<file path="config.mk">
export PLATFORM = sky130hd
export DESIGN_NAME = oversampled_uart_transceiver
export DESIGN_NICKNAME = d
export VERILOG_FILES = /design/src/rtl/ouart_pkg.sv /design/src/rtl/ouart_tx.sv /design/src/rtl/ouart_rx.sv /design/src/rtl/ouart_outbuf.sv /design/src/rtl/oversampled_uart_transceiver.sv
export SDC_FILE = /design/constraint.sdc
export NUM_CORES = 1
export LEC_CHECK = 0
export BUFFER_PORTS_ARGS = -buffer_cell sky130_fd_sc_hd__buf_2
export CORE_UTILIZATION = 55
export DETAILED_ROUTE_END_ITERATION = 6
export GPL_ROUTABILITY_DRIVEN = 1
export HOLD_SLACK_MARGIN = 0.1
export PLACE_DENSITY = 0.83
export RECOVER_POWER = 100
export SYNTH_ARGS = -nofsm -noshare
export SYNTH_HDL_FRONTEND = slang
export SYNTH_SLANG_ARGS = --single-unit
export TNS_END_PERCENT = 1
</file>
<file path="constraint.sdc">
create_clock -name clk -period 3.5 [get_ports clk]
set_input_delay 0.35 -clock clk [delete_from_list [all_inputs] [get_ports clk]]
set_output_delay 0.35 -clock clk [all_outputs]
set_load 0.05 [all_outputs]
</file>
<file path="src/rtl/ouart_pkg.sv">
// ----------------------------------------------------------------------------
// ouart_pkg
// shared types and constants of the oversampled uart transceiver
// ----------------------------------------------------------------------------
`default_nettype none

package ouart_pkg;

    localparam int OVERSAMPLE_TICKS = 3;
    localparam int STORE_DEPTH      = 16;
    localparam int FRAME_BITS       = 10;
    localparam int DATA_BITS        = 8;

    // frame bit slots plus guard ticks, counted on the transmit slot counter
    localparam int GUARD_LIMIT = FRAME_BITS + 5 * OVERSAMPLE_TICKS;

    localparam int TX_BITS_W = $clog2(GUARD_LIMIT + 2);
    localparam int TX_TICK_W = $clog2(OVERSAMPLE_TICKS + 1);
    localparam int RX_TICK_W = $clog2(OVERSAMPLE_TICKS + 2);
    localparam int RX_BITS_W = $clog2(DATA_BITS + 1);
    localparam int PTR_W     = (STORE_DEPTH > 1) ? $clog2(STORE_DEPTH) : 1;

    localparam int RX_RESTART_TICK = 2;

    localparam int PADDR_W = 3;
    localparam int PDATA_W = 32;
    localparam logic [PADDR_W-1:0] ADDR_HALF_DUPLEX = PADDR_W'(0);

    typedef enum logic [1:0] {
        OP_TICK   = 2'd0,
        OP_WRITE  = 2'd1,
        OP_READ   = 2'd2,
        OP_LISTEN = 2'd3
    } op_t;

    typedef struct packed {
        op_t        op;
        logic       rx_line;
        logic [7:0] tx_byte;
    } in_item_t;

    typedef struct packed {
        logic       tx_line;
        logic       line_driven;
        logic       write_accepted;
        logic       read_valid;
        logic [7:0] read_data;
        logic       tx_busy;
        logic       rx_listening;
    } out_item_t;

    // transmitter requests to the receiver
    typedef struct packed {
        logic restart_rx;
        logic stop_rx;
    } tx_ctl_t;

    // transmitter view after the current item
    typedef struct packed {
        logic line_level;
        logic line_is_output;
        logic running;
        logic accepted;
    } tx_res_t;

    // receiver view after the current item
    typedef struct packed {
        logic       running;
        logic       read_valid;
        logic [7:0] read_data;
    } rx_res_t;

endpackage

`default_nettype wire

</file>
<file path="src/rtl/ouart_tx.sv">
// ----------------------------------------------------------------------------
// ouart_tx
// transmit shifter, bit and tick counters, guard period and line control
// ----------------------------------------------------------------------------
`default_nettype none

module ouart_tx
(
    input  wire logic                clk,
    input  wire logic                rst_n,
    input  wire logic                fire,
    input  wire ouart_pkg::in_item_t item,
    input  wire logic                half_duplex,
    input  wire logic                rx_running,
    output ouart_pkg::tx_ctl_t       ctl,
    output ouart_pkg::tx_res_t       res
);

    logic [ouart_pkg::FRAME_BITS-1:0] shift_reg, shift_next;
    logic [ouart_pkg::TX_BITS_W-1:0]  bits_reg, bits_next;
    logic [ouart_pkg::TX_TICK_W-1:0]  tick_reg, tick_next;
    logic                             running_reg, running_next;
    logic                             level_reg, level_next;
    logic                             drive_reg, drive_next;
    logic                             accepted;

    always_comb
    begin
        shift_next   = shift_reg;
        bits_next    = bits_reg;
        tick_next    = tick_reg;
        running_next = running_reg;
        level_next   = level_reg;
        drive_next   = drive_reg;
        accepted     = 1'b0;
        ctl          = '0;
        case (item.op)
            ouart_pkg::OP_TICK:
            begin
                if (running_reg)
                begin
                    if (tick_reg > ouart_pkg::TX_TICK_W'(1))
                    begin
                        tick_next = tick_reg - ouart_pkg::TX_TICK_W'(1);
                    end
                    else if (bits_reg < ouart_pkg::TX_BITS_W'(ouart_pkg::FRAME_BITS))
                    begin
                        bits_next  = bits_reg + ouart_pkg::TX_BITS_W'(1);
                        level_next = shift_reg[0];
                        shift_next = shift_reg >> 1;
                        tick_next  = ouart_pkg::TX_TICK_W'(ouart_pkg::OVERSAMPLE_TICKS);
                    end
                    else
                    begin
                        // guard period
                        bits_next = bits_reg + ouart_pkg::TX_BITS_W'(1);
                        tick_next = ouart_pkg::TX_TICK_W'(1);
                        if (bits_reg >= ouart_pkg::TX_BITS_W'(ouart_pkg::GUARD_LIMIT))
                        begin
                            running_next = 1'b0;
                            if (half_duplex)
                            begin
                                drive_next     = 1'b0;
                                ctl.restart_rx = 1'b1;
                            end
                        end
                    end
                end
            end
            ouart_pkg::OP_WRITE:
            begin
                if (!running_reg)
                begin
                    shift_next = {1'b1, item.tx_byte, 1'b0};
                    bits_next  = '0;
                    tick_next  = ouart_pkg::TX_TICK_W'(ouart_pkg::OVERSAMPLE_TICKS);
                    if (half_duplex && rx_running)
                    begin
                        drive_next  = 1'b1;
                        level_next  = 1'b1;
                        ctl.stop_rx = 1'b1;
                    end
                    running_next = 1'b1;
                    accepted     = 1'b1;
                end
            end
            ouart_pkg::OP_LISTEN:
            begin
                if (half_duplex)
                begin
                    drive_next = 1'b0;
                end
            end
            default:
            begin
            end
        endcase
        if (!fire)
        begin
            ctl = '0;
        end
        res.line_level     = level_next;
        res.line_is_output = drive_next;
        res.running        = running_next;
        res.accepted       = accepted;
    end

    always_ff @(posedge clk or negedge rst_n)
    begin
        if (!rst_n)
        begin
            shift_reg   <= '1;
            bits_reg    <= '0;
            tick_reg    <= '0;
            running_reg <= 1'b0;
            level_reg   <= 1'b1;
            drive_reg   <= 1'b1;
        end
        else if (fire)
        begin
            shift_reg   <= shift_next;
            bits_reg    <= bits_next;
            tick_reg    <= tick_next;
            running_reg <= running_next;
            level_reg   <= level_next;
            drive_reg   <= drive_next;
        end
    end

endmodule

`default_nettype wire

</file>
<file path="src/rtl/ouart_rx.sv">
// ----------------------------------------------------------------------------
// ouart_rx
// receive sampler, start hunt, byte assembly and the ring store
// ----------------------------------------------------------------------------
`default_nettype none

module ouart_rx
(
    input  wire logic                clk,
    input  wire logic                rst_n,
    input  wire logic                fire,
    input  wire ouart_pkg::in_item_t item,
    input  wire ouart_pkg::tx_ctl_t  ctl,
    output logic                     running,
    output ouart_pkg::rx_res_t       res
);

    logic [7:0]                      shift_reg, shift_next;
    logic [ouart_pkg::RX_BITS_W-1:0] bits_reg, bits_next;
    logic                            hunting_reg, hunting_next;
    logic [ouart_pkg::RX_TICK_W-1:0] tick_reg, tick_next;
    logic                            running_reg, running_next;
    logic [ouart_pkg::PTR_W-1:0]     wi_reg, wi_next;
    logic [ouart_pkg::PTR_W-1:0]     ri_reg, ri_next;
    logic                            we;
    logic                            pop;
    logic [7:0]                      head_reg;
    logic [7:0]                      store_mem [ouart_pkg::STORE_DEPTH];

    function automatic logic [ouart_pkg::PTR_W-1:0] ptr_inc(
        input logic [ouart_pkg::PTR_W-1:0] p
    );
        if (p == ouart_pkg::PTR_W'(ouart_pkg::STORE_DEPTH - 1))
        begin
            return '0;
        end
        return p + ouart_pkg::PTR_W'(1);
    endfunction

    always_comb
    begin
        shift_next   = shift_reg;
        bits_next    = bits_reg;
        hunting_next = hunting_reg;
        tick_next    = tick_reg;
        running_next = running_reg;
        wi_next      = wi_reg;
        ri_next      = ri_reg;
        we           = 1'b0;
        pop          = 1'b0;
        // restart after the transmit guard, applied before sampling
        if (ctl.restart_rx)
        begin
            hunting_next = 1'b1;
            bits_next    = '0;
            tick_next    = ouart_pkg::RX_TICK_W'(ouart_pkg::RX_RESTART_TICK);
            running_next = 1'b1;
        end
        case (item.op)
            ouart_pkg::OP_TICK:
            begin
                if (running_next)
                begin
                    if (tick_next > ouart_pkg::RX_TICK_W'(1))
                    begin
                        tick_next = tick_next - ouart_pkg::RX_TICK_W'(1);
                    end
                    else if (hunting_next)
                    begin
                        if (!item.rx_line)
                        begin
                            hunting_next = 1'b0;
                            bits_next    = '0;
                            tick_next    = ouart_pkg::RX_TICK_W'(ouart_pkg::OVERSAMPLE_TICKS + 1);
                            shift_next   = '0;
                        end
                        else
                        begin
                            tick_next = ouart_pkg::RX_TICK_W'(1);
                        end
                    end
                    else if (bits_next >= ouart_pkg::RX_BITS_W'(ouart_pkg::DATA_BITS))
                    begin
                        we           = 1'b1;
                        wi_next      = ptr_inc(wi_reg);
                        tick_next    = ouart_pkg::RX_TICK_W'(1);
                        hunting_next = 1'b1;
                        bits_next    = '0;
                    end
                    else
                    begin
                        shift_next = {item.rx_line, shift_reg[7:1]};
                        bits_next  = bits_next + ouart_pkg::RX_BITS_W'(1);
                        tick_next  = ouart_pkg::RX_TICK_W'(ouart_pkg::OVERSAMPLE_TICKS);
                    end
                end
            end
            ouart_pkg::OP_WRITE:
            begin
                if (ctl.stop_rx)
                begin
                    running_next = 1'b0;
                end
            end
            ouart_pkg::OP_READ:
            begin
                if (ri_reg != wi_reg)
                begin
                    pop     = 1'b1;
                    ri_next = ptr_inc(ri_reg);
                end
            end
            ouart_pkg::OP_LISTEN:
            begin
                hunting_next = 1'b1;
                bits_next    = '0;
                tick_next    = ouart_pkg::RX_TICK_W'(ouart_pkg::RX_RESTART_TICK);
                running_next = 1'b1;
            end
            default:
            begin
            end
        endcase
        if (!fire)
        begin
            we      = 1'b0;
            pop     = 1'b0;
            ri_next = ri_reg;
        end
        res.running    = running_next;
        res.read_valid = pop;
        res.read_data  = pop ? head_reg : 8'h00;
    end

    assign running = running_reg;

    always_ff @(posedge clk or negedge rst_n)
    begin
        if (!rst_n)
        begin
            shift_reg   <= '0;
            bits_reg    <= '0;
            hunting_reg <= 1'b1;
            tick_reg    <= ouart_pkg::RX_TICK_W'(ouart_pkg::RX_RESTART_TICK);
            running_reg <= 1'b0;
            wi_reg      <= '0;
            ri_reg      <= '0;
        end
        else if (fire)
        begin
            shift_reg   <= shift_next;
            bits_reg    <= bits_next;
            hunting_reg <= hunting_next;
            tick_reg    <= tick_next;
            running_reg <= running_next;
            wi_reg      <= wi_next;
            ri_reg      <= ri_next;
        end
    end

    // store with a read-ahead head register, bypassed on a write to the head
    always_ff @(posedge clk)
    begin
        if (we)
        begin
            store_mem[wi_reg] <= shift_reg;
        end
        if (we && (wi_reg == ri_next))
        begin
            head_reg <= shift_reg;
        end
        else
        begin
            head_reg <= store_mem[ri_next];
        end
    end

endmodule

`default_nettype wire

</file>
<file path="src/rtl/ouart_outbuf.sv">
// ----------------------------------------------------------------------------
// ouart_outbuf
// result register with a skid entry behind it
// ----------------------------------------------------------------------------
`default_nettype none

module ouart_outbuf
(
    input  wire logic                 clk,
    input  wire logic                 rst_n,
    input  wire logic                 load,
    input  wire ouart_pkg::out_item_t load_data,
    output logic                      full,
    output logic                      out_valid,
    input  wire logic                 out_stall,
    output ouart_pkg::out_item_t      out_data
);

    logic                 out_valid_reg, out_valid_next;
    ouart_pkg::out_item_t out_data_reg, out_data_next;
    logic                 skid_valid_reg, skid_valid_next;
    ouart_pkg::out_item_t skid_data_reg, skid_data_next;
    logic                 advance;

    always_comb
    begin
        advance         = !out_valid_reg || !out_stall;
        out_valid_next  = out_valid_reg;
        out_data_next   = out_data_reg;
        skid_valid_next = skid_valid_reg;
        skid_data_next  = skid_data_reg;
        if (advance)
        begin
            if (skid_valid_reg)
            begin
                out_valid_next  = 1'b1;
                out_data_next   = skid_data_reg;
                skid_valid_next = 1'b0;
            end
            else
            begin
                out_valid_next = load;
                out_data_next  = load_data;
            end
        end
        else if (load)
        begin
            skid_valid_next = 1'b1;
            skid_data_next  = load_data;
        end
    end

    always_ff @(posedge clk or negedge rst_n)
    begin
        if (!rst_n)
        begin
            out_valid_reg  <= 1'b0;
            skid_valid_reg <= 1'b0;
        end
        else
        begin
            out_valid_reg  <= out_valid_next;
            skid_valid_reg <= skid_valid_next;
        end
    end

    always_ff @(posedge clk)
    begin
        out_data_reg  <= out_data_next;
        skid_data_reg <= skid_data_next;
    end

    assign full      = skid_valid_reg;
    assign out_valid = out_valid_reg;
    assign out_data  = out_data_reg;

endmodule

`default_nettype wire

</file>
<file path="src/rtl/oversampled_uart_transceiver.sv">
// ----------------------------------------------------------------------------
// oversampled_uart_transceiver
// uart 8n1 engine stepped by oversample ticks, with a receive ring store
//
// usage
//   in channel: in_valid / in_stall / in_data, one op per item: tick, write
//   byte, read byte or listen. out channel: out_valid / out_stall / out_data,
//   exactly one result item per input item, in order.
//   one item is taken every cycle while in_stall is low. all work for an item
//   is done in the cycle it is accepted and lands in the result register, or
//   in the skid entry behind it while a result waits; the skid entry keeps
//   the input open for one more item, so in_stall rises only when both hold
//   a result.
//   the receive store reads ahead into a head register, so a read op returns
//   its byte in its own result item. reset leaves the transmitter idle with
//   the line high and driven, the receiver off, the store empty and half
//   duplex off; no clearing pass. the user writes half_duplex over the apb
//   port only while the block is idle; the block itself does not enforce it.
// ----------------------------------------------------------------------------
`default_nettype none

module oversampled_uart_transceiver
(
    input  wire logic                              clk,
    input  wire logic                              rst_n,
    input  wire logic                              in_valid,
    output logic                                   in_stall,
    input  wire ouart_pkg::in_item_t               in_data,
    output logic                                   out_valid,
    input  wire logic                              out_stall,
    output ouart_pkg::out_item_t                   out_data,
    input  wire logic                              psel,
    input  wire logic                              penable,
    input  wire logic                              pwrite,
    input  wire logic [ouart_pkg::PADDR_W-1:0]     paddr,
    input  wire logic [ouart_pkg::PDATA_W-1:0]     pwdata,
    output logic [ouart_pkg::PDATA_W-1:0]          prdata,
    output logic                                   pready
);

    logic                 half_duplex_reg;
    logic                 fire;
    logic                 buf_full;
    logic                 rx_running;
    ouart_pkg::tx_ctl_t   tx_ctl;
    ouart_pkg::tx_res_t   tx_res;
    ouart_pkg::rx_res_t   rx_res;
    ouart_pkg::out_item_t result;

    assign pready   = 1'b1;
    assign in_stall = buf_full;
    assign fire     = in_valid && !buf_full;

    always_ff @(posedge clk or negedge rst_n)
    begin
        if (!rst_n)
        begin
            half_duplex_reg <= 1'b0;
        end
        else if (psel && penable && pwrite && (paddr == ouart_pkg::ADDR_HALF_DUPLEX))
        begin
            half_duplex_reg <= pwdata[0];
        end
    end

    assign prdata = (paddr == ouart_pkg::ADDR_HALF_DUPLEX)
                  ? {{(ouart_pkg::PDATA_W-1){1'b0}}, half_duplex_reg}
                  : '0;

    ouart_tx u_tx
    (
        .clk         (clk),
        .rst_n       (rst_n),
        .fire        (fire),
        .item        (in_data),
        .half_duplex (half_duplex_reg),
        .rx_running  (rx_running),
        .ctl         (tx_ctl),
        .res         (tx_res)
    );

    ouart_rx u_rx
    (
        .clk     (clk),
        .rst_n   (rst_n),
        .fire    (fire),
        .item    (in_data),
        .ctl     (tx_ctl),
        .running (rx_running),
        .res     (rx_res)
    );

    always_comb
    begin
        result.tx_line        = tx_res.line_level;
        result.line_driven    = half_duplex_reg ? tx_res.line_is_output : 1'b1;
        result.write_accepted = tx_res.accepted;
        result.read_valid     = rx_res.read_valid;
        result.read_data      = rx_res.read_data;
        result.tx_busy        = tx_res.running;
        result.rx_listening   = rx_res.running;
    end

    ouart_outbuf u_outbuf
    (
        .clk       (clk),
        .rst_n     (rst_n),
        .load      (fire),
        .load_data (result),
        .full      (buf_full),
        .out_valid (out_valid),
        .out_stall (out_stall),
        .out_data  (out_data)
    );

    // skid entry only fills behind a waiting result
    a_stall_needs_result: assert property (@(posedge clk) disable iff (!rst_n)
        in_stall |-> out_valid)
        else $error("input stalled with no result waiting");

    // after an accepted item, out_valid is always high in the next cycle
    a_one_cycle_latency: assert property (@(posedge clk) disable iff (!rst_n)
        (in_valid && !in_stall) |=> out_valid)
        else $error("accepted item produced no result");

    a_write_sets_busy: assert property (@(posedge clk) disable iff (!rst_n)
        (out_valid && out_data.write_accepted) |-> out_data.tx_busy)
        else $error("write accepted but transmitter idle");

    a_empty_read_zero: assert property (@(posedge clk) disable iff (!rst_n)
        (out_valid && !out_data.read_valid) |-> (out_data.read_data == 8'h00))
        else $error("read data nonzero without a popped byte");

    a_full_duplex_drives: assert property (@(posedge clk) disable iff (!rst_n)
        (out_valid && !half_duplex_reg) |-> out_data.line_driven)
        else $error("line released in full duplex");

endmodule

`default_nettype wire

</file>
==> results.txt, run 1 <==
CORE AREA: 16000 sq um
postcts setup bufs: 0
R2R cell count: 7
router iterations before antenna repair: 5
die area: 17000 sq um
GP Congestion: 0.807
sw power: 1.84 mW
DRC violations left: 0
CTS Sinks: 208
sequential share of power: 0.502
Netlist cell types: 61
ratio of cells with drive above 1 in the final layout: 0.165
cell area after synthesis: 9070 sq um
Max FO, Critical Path: 8
dominant synthesized flop cell: edfxtp_1
clk_skew: 0.0160 ns
Critical Path Sink: u_rx.store_mem[13][5]
number of synthesized flops with an enable pin: 156
max_cap viols: 1
Critical Path RT: 3.64 ns
asr flop ratio synth: 0.231
Antenna Violating Nets Remaining: 0
Peak VDD IR: 0.370 mV
CP endpoint kind: register
worst r2r dst: u_rx.store_mem[13][5]
Hold Buf Count CTS: 2
Starting DRT DRC Count: 453
clock power share: 0.319
vias per inst: 5.99
Pwr per Cell Area: 645 nW/um^2
R2R setup slack: 0.50 ns
number of port buffers: 38
Final Hold Viols: 0
DRT Wirelength: 18000 um
Vias: 5213
fin crit share: 0.857
largest net degree at the start of global routing: 49
Worst-Skew Late Latency: 0.50 ns
max reg flops: 128
HPWL after detailed placement: 11800 um
slew of the pin with the lowest slew margin: 2.52 ns
worst setup margin: 0.502 ns
Hold Path Class: input port to register
kind of critical path: register to register
post-CTS sizing: 0
global-route wire length before repair: 27900 um
Initial Util: 0.567
Rel. slew slack: -0.679
die width: 130 um
clock slew at reported path FFs: 0.06 ns
Worst setup SP type: register
setup TNS: 0 ns
Leak Pwr: 3.57 nW
total grt overflow: 0
RSZ-0062 raised after global routing: no
Syn Inst Count: 597
WP data arrival: 3.14 ns
min cycle time layout: 3.00 ns
CTS tree: yes
final net count: 707
Slew Viols, Final: 49
Max Clk Rate: 334 MHz
FF+latch count, synth: 208
register area share after synthesis: 0.659
CTS buffer count: 20
average wire per standard cell: 20.7 um
Yosys warnings: 0
die height: 130 um
I/O pins: 102
number of cell rows: 46
combinational power share: 0.178
total track usage: 0.222
status: complete, but fails checks
pre-CTS WS: 0.651 ns
origin of the critical flop-to-flop path: u_tx.bits_reg[1]
vias in the first global route: 5127
htree depth: 1
violated checks: max-capacitance violations, max-slew violations
# fillers: 1123
CTS root buffer: clkbuf_16
Antenna Cells: 0
switching share of power: 0.288
Syn Area/Cell: 15.2 sq um
antenna violations before repair: 0
setup violators final: 0
largest buffer count on any clock path: 3
Critical path origin: u_tx.bits_reg[1]
P&R area growth vs syn: 9.27%
Cell Int Power: 4.55 mW
-- layer usage --
| layer | wire length [um] | vias to the layer above | track usage | share of wire |
|---|---|---|---|---|
| met5 | 0 | - | 0 | 0 |
| met4 | 405 | 0 | 0.0696 | 0.023 |
| met1 | 7330 | 2635 | 0.290 | 0.41 |
| li1 | - | 2312 | - | - |
| met3 | 1200 | 34 | 0.0403 | 0.067 |
| met2 | 9040 | 232 | 0.380 | 0.50 |
-- cell families after synthesis --
family                   Yosys count  synth area share
flip-flops                       208             0.659
AND/OR/NAND/NOR                  138            0.0844
AO/OA/AOI/OAI                     97            0.0741
buffers and inverters             72            0.0455
multiplexers                      56             0.107
adder cells (fa/ha/maj)           14            0.0193
XOR/XNOR                          10           0.00965
other                              2          0.000828
-- cell usage in the layout (no fill, tap or decap), types with 5 or more instances in the layout --
master	Yosys	routed
nor3_1	5	6
mux2i_1	17	17
nand2b_1	5	5
dfstp_2	14	14
a21o_1	11	11
o21ai_0	23	23
a21oi_1	15	16
nor2b_1	13	13
nor4_1	3	5
and2_0	0	16
nand2_1	23	23
a22o_1	8	8
ha_1	14	14
nand4_1	5	5
o31ai_1	5	5
clkbuf_1	11	32
conb_1	2	32
a211oi_1	16	16
buf_2	12	18
mux2_2	7	7
xnor2_1	7	7
dfrtp_1	34	34
inv_1	12	12
nor2_1	35	35
mux4_2	32	32
clkbuf_16	0	20
nand3_1	11	11
edfxtp_1	156	156
-- worst min-delay path by stage --
| stage | startpoint | to | depth (start not counted) |
|---|---|---|---|
| floorplan | rst_n | half_duplex_reg | 0 |
| global placement | u_tx.level_reg | u_tx.level_reg | 2 |
| detailed placement | u_tx.level_reg | u_tx.level_reg | 2 |
| CTS | in_valid | u_outbuf.out_valid | 3 |
| global route | in_valid | u_outbuf.out_valid | 3 |
| finish | in_valid | u_outbuf.out_valid | 3 |
-- cells in the mapped netlist (12+ instances only) --
library cell	n	share of area
o21ai_0	23	0.013
nor2b_1	13	0.0090
inv_1	12	0.0050
buf_4	34	0.028
mux2i_1	17	0.019
dfrtp_1	34	0.094
a211oi_1	16	0.013
dfstp_2	14	0.041
edfxtp_1	156	0.52
mux4_2	32	0.079
and2_1	19	0.013
nor2_1	35	0.014
nand2_1	23	0.0095
ha_1	14	0.019
buf_2	12	0.0066
a21oi_1	15	0.0083
-- power groups by stage --
| stage | clock network (mW) | logic (mW) | registers (mW) |
|---|---|---|---|
| after global placement | 0 | 1.10 | 3.23 |
| after CTS | 2.08 | 1.17 | 3.21 |
| after global routing | 2.17 | 1.25 | 3.25 |
| final | 2.04 | 1.14 | 3.21 |
| after detailed placement | 0 | 1.15 | 3.25 |
| after floorplan | 0 | 0.998 | 3.15 |
-- worst max-delay path, cell delays in order (launching register included) --
cell and delay (ns):
dfrtp_1 0.45, inv_1 0.09, ha_1 0.22, nor4_4 0.30
o311ai_4 0.21, nor2_1 0.43, and3_1 0.34, and2_0 0.59
-- per-stage QoR --
stage	util	power, mW	instances	cell area (sq um)	hold slack (ns)
floorplan	-	4.14	627	9190	0.0544
global placement	0.585	4.33	832	9360	0.449
detailed placement	0.585	4.40	832	9360	0.457
CTS	0.625	6.45	870	10000	0.125
global route	0.620	6.66	870	9910	0.155
finish	0.620	6.39	870	9910	0.136
-- final cells by class --
class,count,area [sq um],share of cell area
Clock buffer,27,537,0.0541
Clock inverter,9,82.6,0.00833
Inverter,13,48.8,0.00492
Multi-Input combinational cell,347,2760,0.278
Sequential cell,208,5980,0.603
Tap cell,216,270,0.0273
Timing Repair Buffer,50,233,0.0235
(Power assumes the default switching activity.)
==> run 2: changes to the inputs <==
- RECOVER_POWER: 100 -> 50
==> run 2 against run 1 <==
Effect of this change:
- the flow still finishes with violations (max-capacitance violations, max-slew violations)
- hold slack improved by 0.0022 ns
- die area stayed put
- global-route usage unchanged
- maximum frequency grew 2.2%
- via count fell by 0.35%
- power up 0.25%
- clock power about the same
- critical path type unchanged
- largest cell class unchanged
==> results.txt, run 2 (synthesis gave the netlist of run 1 again) <==
Hold Slack: 0.138 ns (was 0.136 ns)
CTS Sinks: 208 (unchanged)
htree depth: 1 (unchanged)
P&R area growth vs syn: 9.90% (was 9.27%)
total track usage: 0.222 (unchanged)
Layout Cells excl Fill: 870 (unchanged)
ratio of cells with drive above 1 in the final layout: 0.183 (was 0.165)
# fillers: 1111 (was 1123)
violated checks: max-capacitance violations, max-slew violations (unchanged)
fin crit share: 0.838 (was 0.857)
antenna violations before repair: 0 (unchanged)
Final Hold Viols: 0 (unchanged)
clock slew at reported path FFs: 0.06 ns (about the same)
Worst path depth: 7 (unchanged)
setup violators final: 0 (unchanged)
Rel. slew slack: -0.692 (was -0.679)
WP data arrival: 3.08 ns (was 3.14 ns)
WHS Endpoint: u_outbuf.out_valid (unchanged)
Antenna Violating Nets Remaining: 0 (unchanged)
DRT Wirelength: 18000 um (about the same)
vias in the first global route: 5127 (unchanged)
R2R setup slack: 0.57 ns (was 0.50 ns)
max reg flops: 128 (unchanged)
slew of the pin with the lowest slew margin: 2.54 ns (was 2.52 ns)
die height: 130 um (unchanged)
CP endpoint kind: register (unchanged)
setup TNS: 0 ns (unchanged)
DRC violations left: 0 (unchanged)
Vias: 5195 (was 5213)
CP max stage cell: and2_1 (was and2_0)
I/O pins: 102 (unchanged)
CP Cell Sequence: inv_1, ha_1, nor4_4, o311ai_4, nor2_1, and3b_1, and2_1 (was inv_1, ha_1, nor4_4, o311ai_4, nor2_1, and3_1, and2_0)
hold_sp: in_valid (unchanged)
die area: 17000 sq um (unchanged)
largest buffer count on any clock path: 3 (unchanged)
final instance area: 9970 sq um (was 9910 sq um)
cell family with most CP delay: simple AND/OR/NAND/NOR gates (unchanged)
CORE AREA: 16000 sq um (unchanged)
kind of critical path: register to register (unchanged)
pre-CTS WS: 0.651 ns (unchanged)
Pwr per Cell Area: 642 nW/um^2 (was 645 nW/um^2)
final core occ: 0.623 (was 0.620)
max_cap viols: 1 (unchanged)
number of cell rows: 46 (unchanged)
global-route wire length before repair: 27900 um (unchanged)
final net count: 707 (unchanged)
Leak Pwr: 3.61 nW (was 3.57 nW)
Post-Place Cells: 832 (unchanged)
router iterations before antenna repair: 5 (unchanged)
clk_skew: 0.0157 ns (was 0.0160 ns)
CP max stage delay: 0.47 ns (was 0.59 ns)
R2R cell count: 7 (unchanged)
Post-DP Area: 9360 sq um (unchanged)
postcts setup bufs: 0 (unchanged)
total grt overflow: 0 (unchanged)
number of port buffers: 38 (unchanged)
Critical Path RT: 3.64 ns (about the same)
Max FO, Critical Path: 8 (unchanged)
Initial Util: 0.567 (unchanged)
GP Congestion: 0.807 (unchanged)
average wire per standard cell: 20.7 um (about the same)
Max Clk Rate: 341 MHz (was 334 MHz)
worst hold path cell count: 3 (unchanged)
largest net degree at the start of global routing: 49 (unchanged)
most common library cell in the layout ignoring fill and taps: edfxtp_1 (unchanged)
Starting DRT DRC Count: 429 (was 453)
buffers plus inverters on the worst setup path: 1 (unchanged)
Slew Viols, Final: 49 (unchanged)
most frequent cells in the layout: edfxtp_1, nor2_1, dfrtp_1 (unchanged)
HPWL after detailed placement: 11800 um (unchanged)
RSZ-0062 raised after global routing: no (unchanged)
Antenna Cells: 0 (unchanged)
Worst setup SP type: register (unchanged)
Hold Path Class: input port to register (unchanged)
die width: 130 um (unchanged)
CTS tree: yes (unchanged)
worst setup margin: 0.567 ns (was 0.502 ns)
Peak VDD IR: 0.370 mV (about the same)
status: complete, but fails checks (unchanged)
worst r2r dst: u_rx.store_mem[11][0] (was u_rx.store_mem[13][5])
CTS buffer count: 20 (unchanged)
vias per inst: 5.97 (was 5.99)
CTS root buffer: clkbuf_16 (unchanged)
Final Total Pwr: 6.41 mW (was 6.39 mW)
min cycle time layout: 2.93 ns (was 3.00 ns)
origin of the critical flop-to-flop path: u_tx.bits_reg[1] (unchanged)
Worst-Skew Late Latency: 0.50 ns (about the same)
[run 2: changes by cell type in the layout (fill, tap and decap cells not counted), moves of 2 or more]
cell	change
nor4_1	-2
and2_0	-16
buf_2	+2
buf_4	+7
clkbuf_2	-2
clkbuf_1	-7
and2_1	+16
[run 2: worst max-delay path by stage]
stage | start | end | slack [ns]
2_1_floorplan | u_outbuf.full | u_rx.tick_reg[1] | 1.09
3_3_place_gp | u_tx.bits_reg[1] | u_rx.store_mem[3][1] | 0.73
3_5_place_dp | u_tx.bits_reg[1] | u_rx.store_mem[2][1] | 0.65
4_1_cts | u_tx.bits_reg[1] | u_rx.store_mem[11][7] | 0.64
5_1_grt | u_tx.bits_reg[1] | u_rx.store_mem[13][5] | 0.39
6_report | u_tx.bits_reg[1] | u_rx.store_mem[11][0] | 0.57
[run 2: repair_timing]
item,CTS,global route
hold buffers,2,0
resized for setup,0,0
endpoints found under the hold margin,35,0
[run 2: routing by layer]
metal  share of wire  GRT usage  vias to the layer above
met1            0.39      0.290                     2626
li1                -          -                     2306
met2            0.51      0.380                      229
met3           0.078     0.0403                       34
met4           0.022     0.0696                        0
met5               0          0                        -
[run 2: area by class of cell]
type	instances	area, sq um	share of cell area
clock buffers	27	537	0.0538
clock inverters	9	82.6	0.00828
inverters	13	48.8	0.00489
multi-input cells	347	2790	0.280
flip-flops and latches	208	5980	0.600
well taps	216	270	0.0271
repair buffers	50	259	0.0260
[run 2: power by group]
part	internal (mW)	switching (mW)	total [mW]
Combinational	0.511	0.646	1.16
Sequential	2.89	0.319	3.21
Clock	1.16	0.881	2.04
[run 2: worst register-to-register path, cell delays in order (launching register included)]
cell and delay (ns):
dfrtp_1 0.45, inv_1 0.09, ha_1 0.22, nor4_4 0.34, o311ai_4 0.23, nor2_1 0.44, and3b_1 0.35, and2_1 0.47
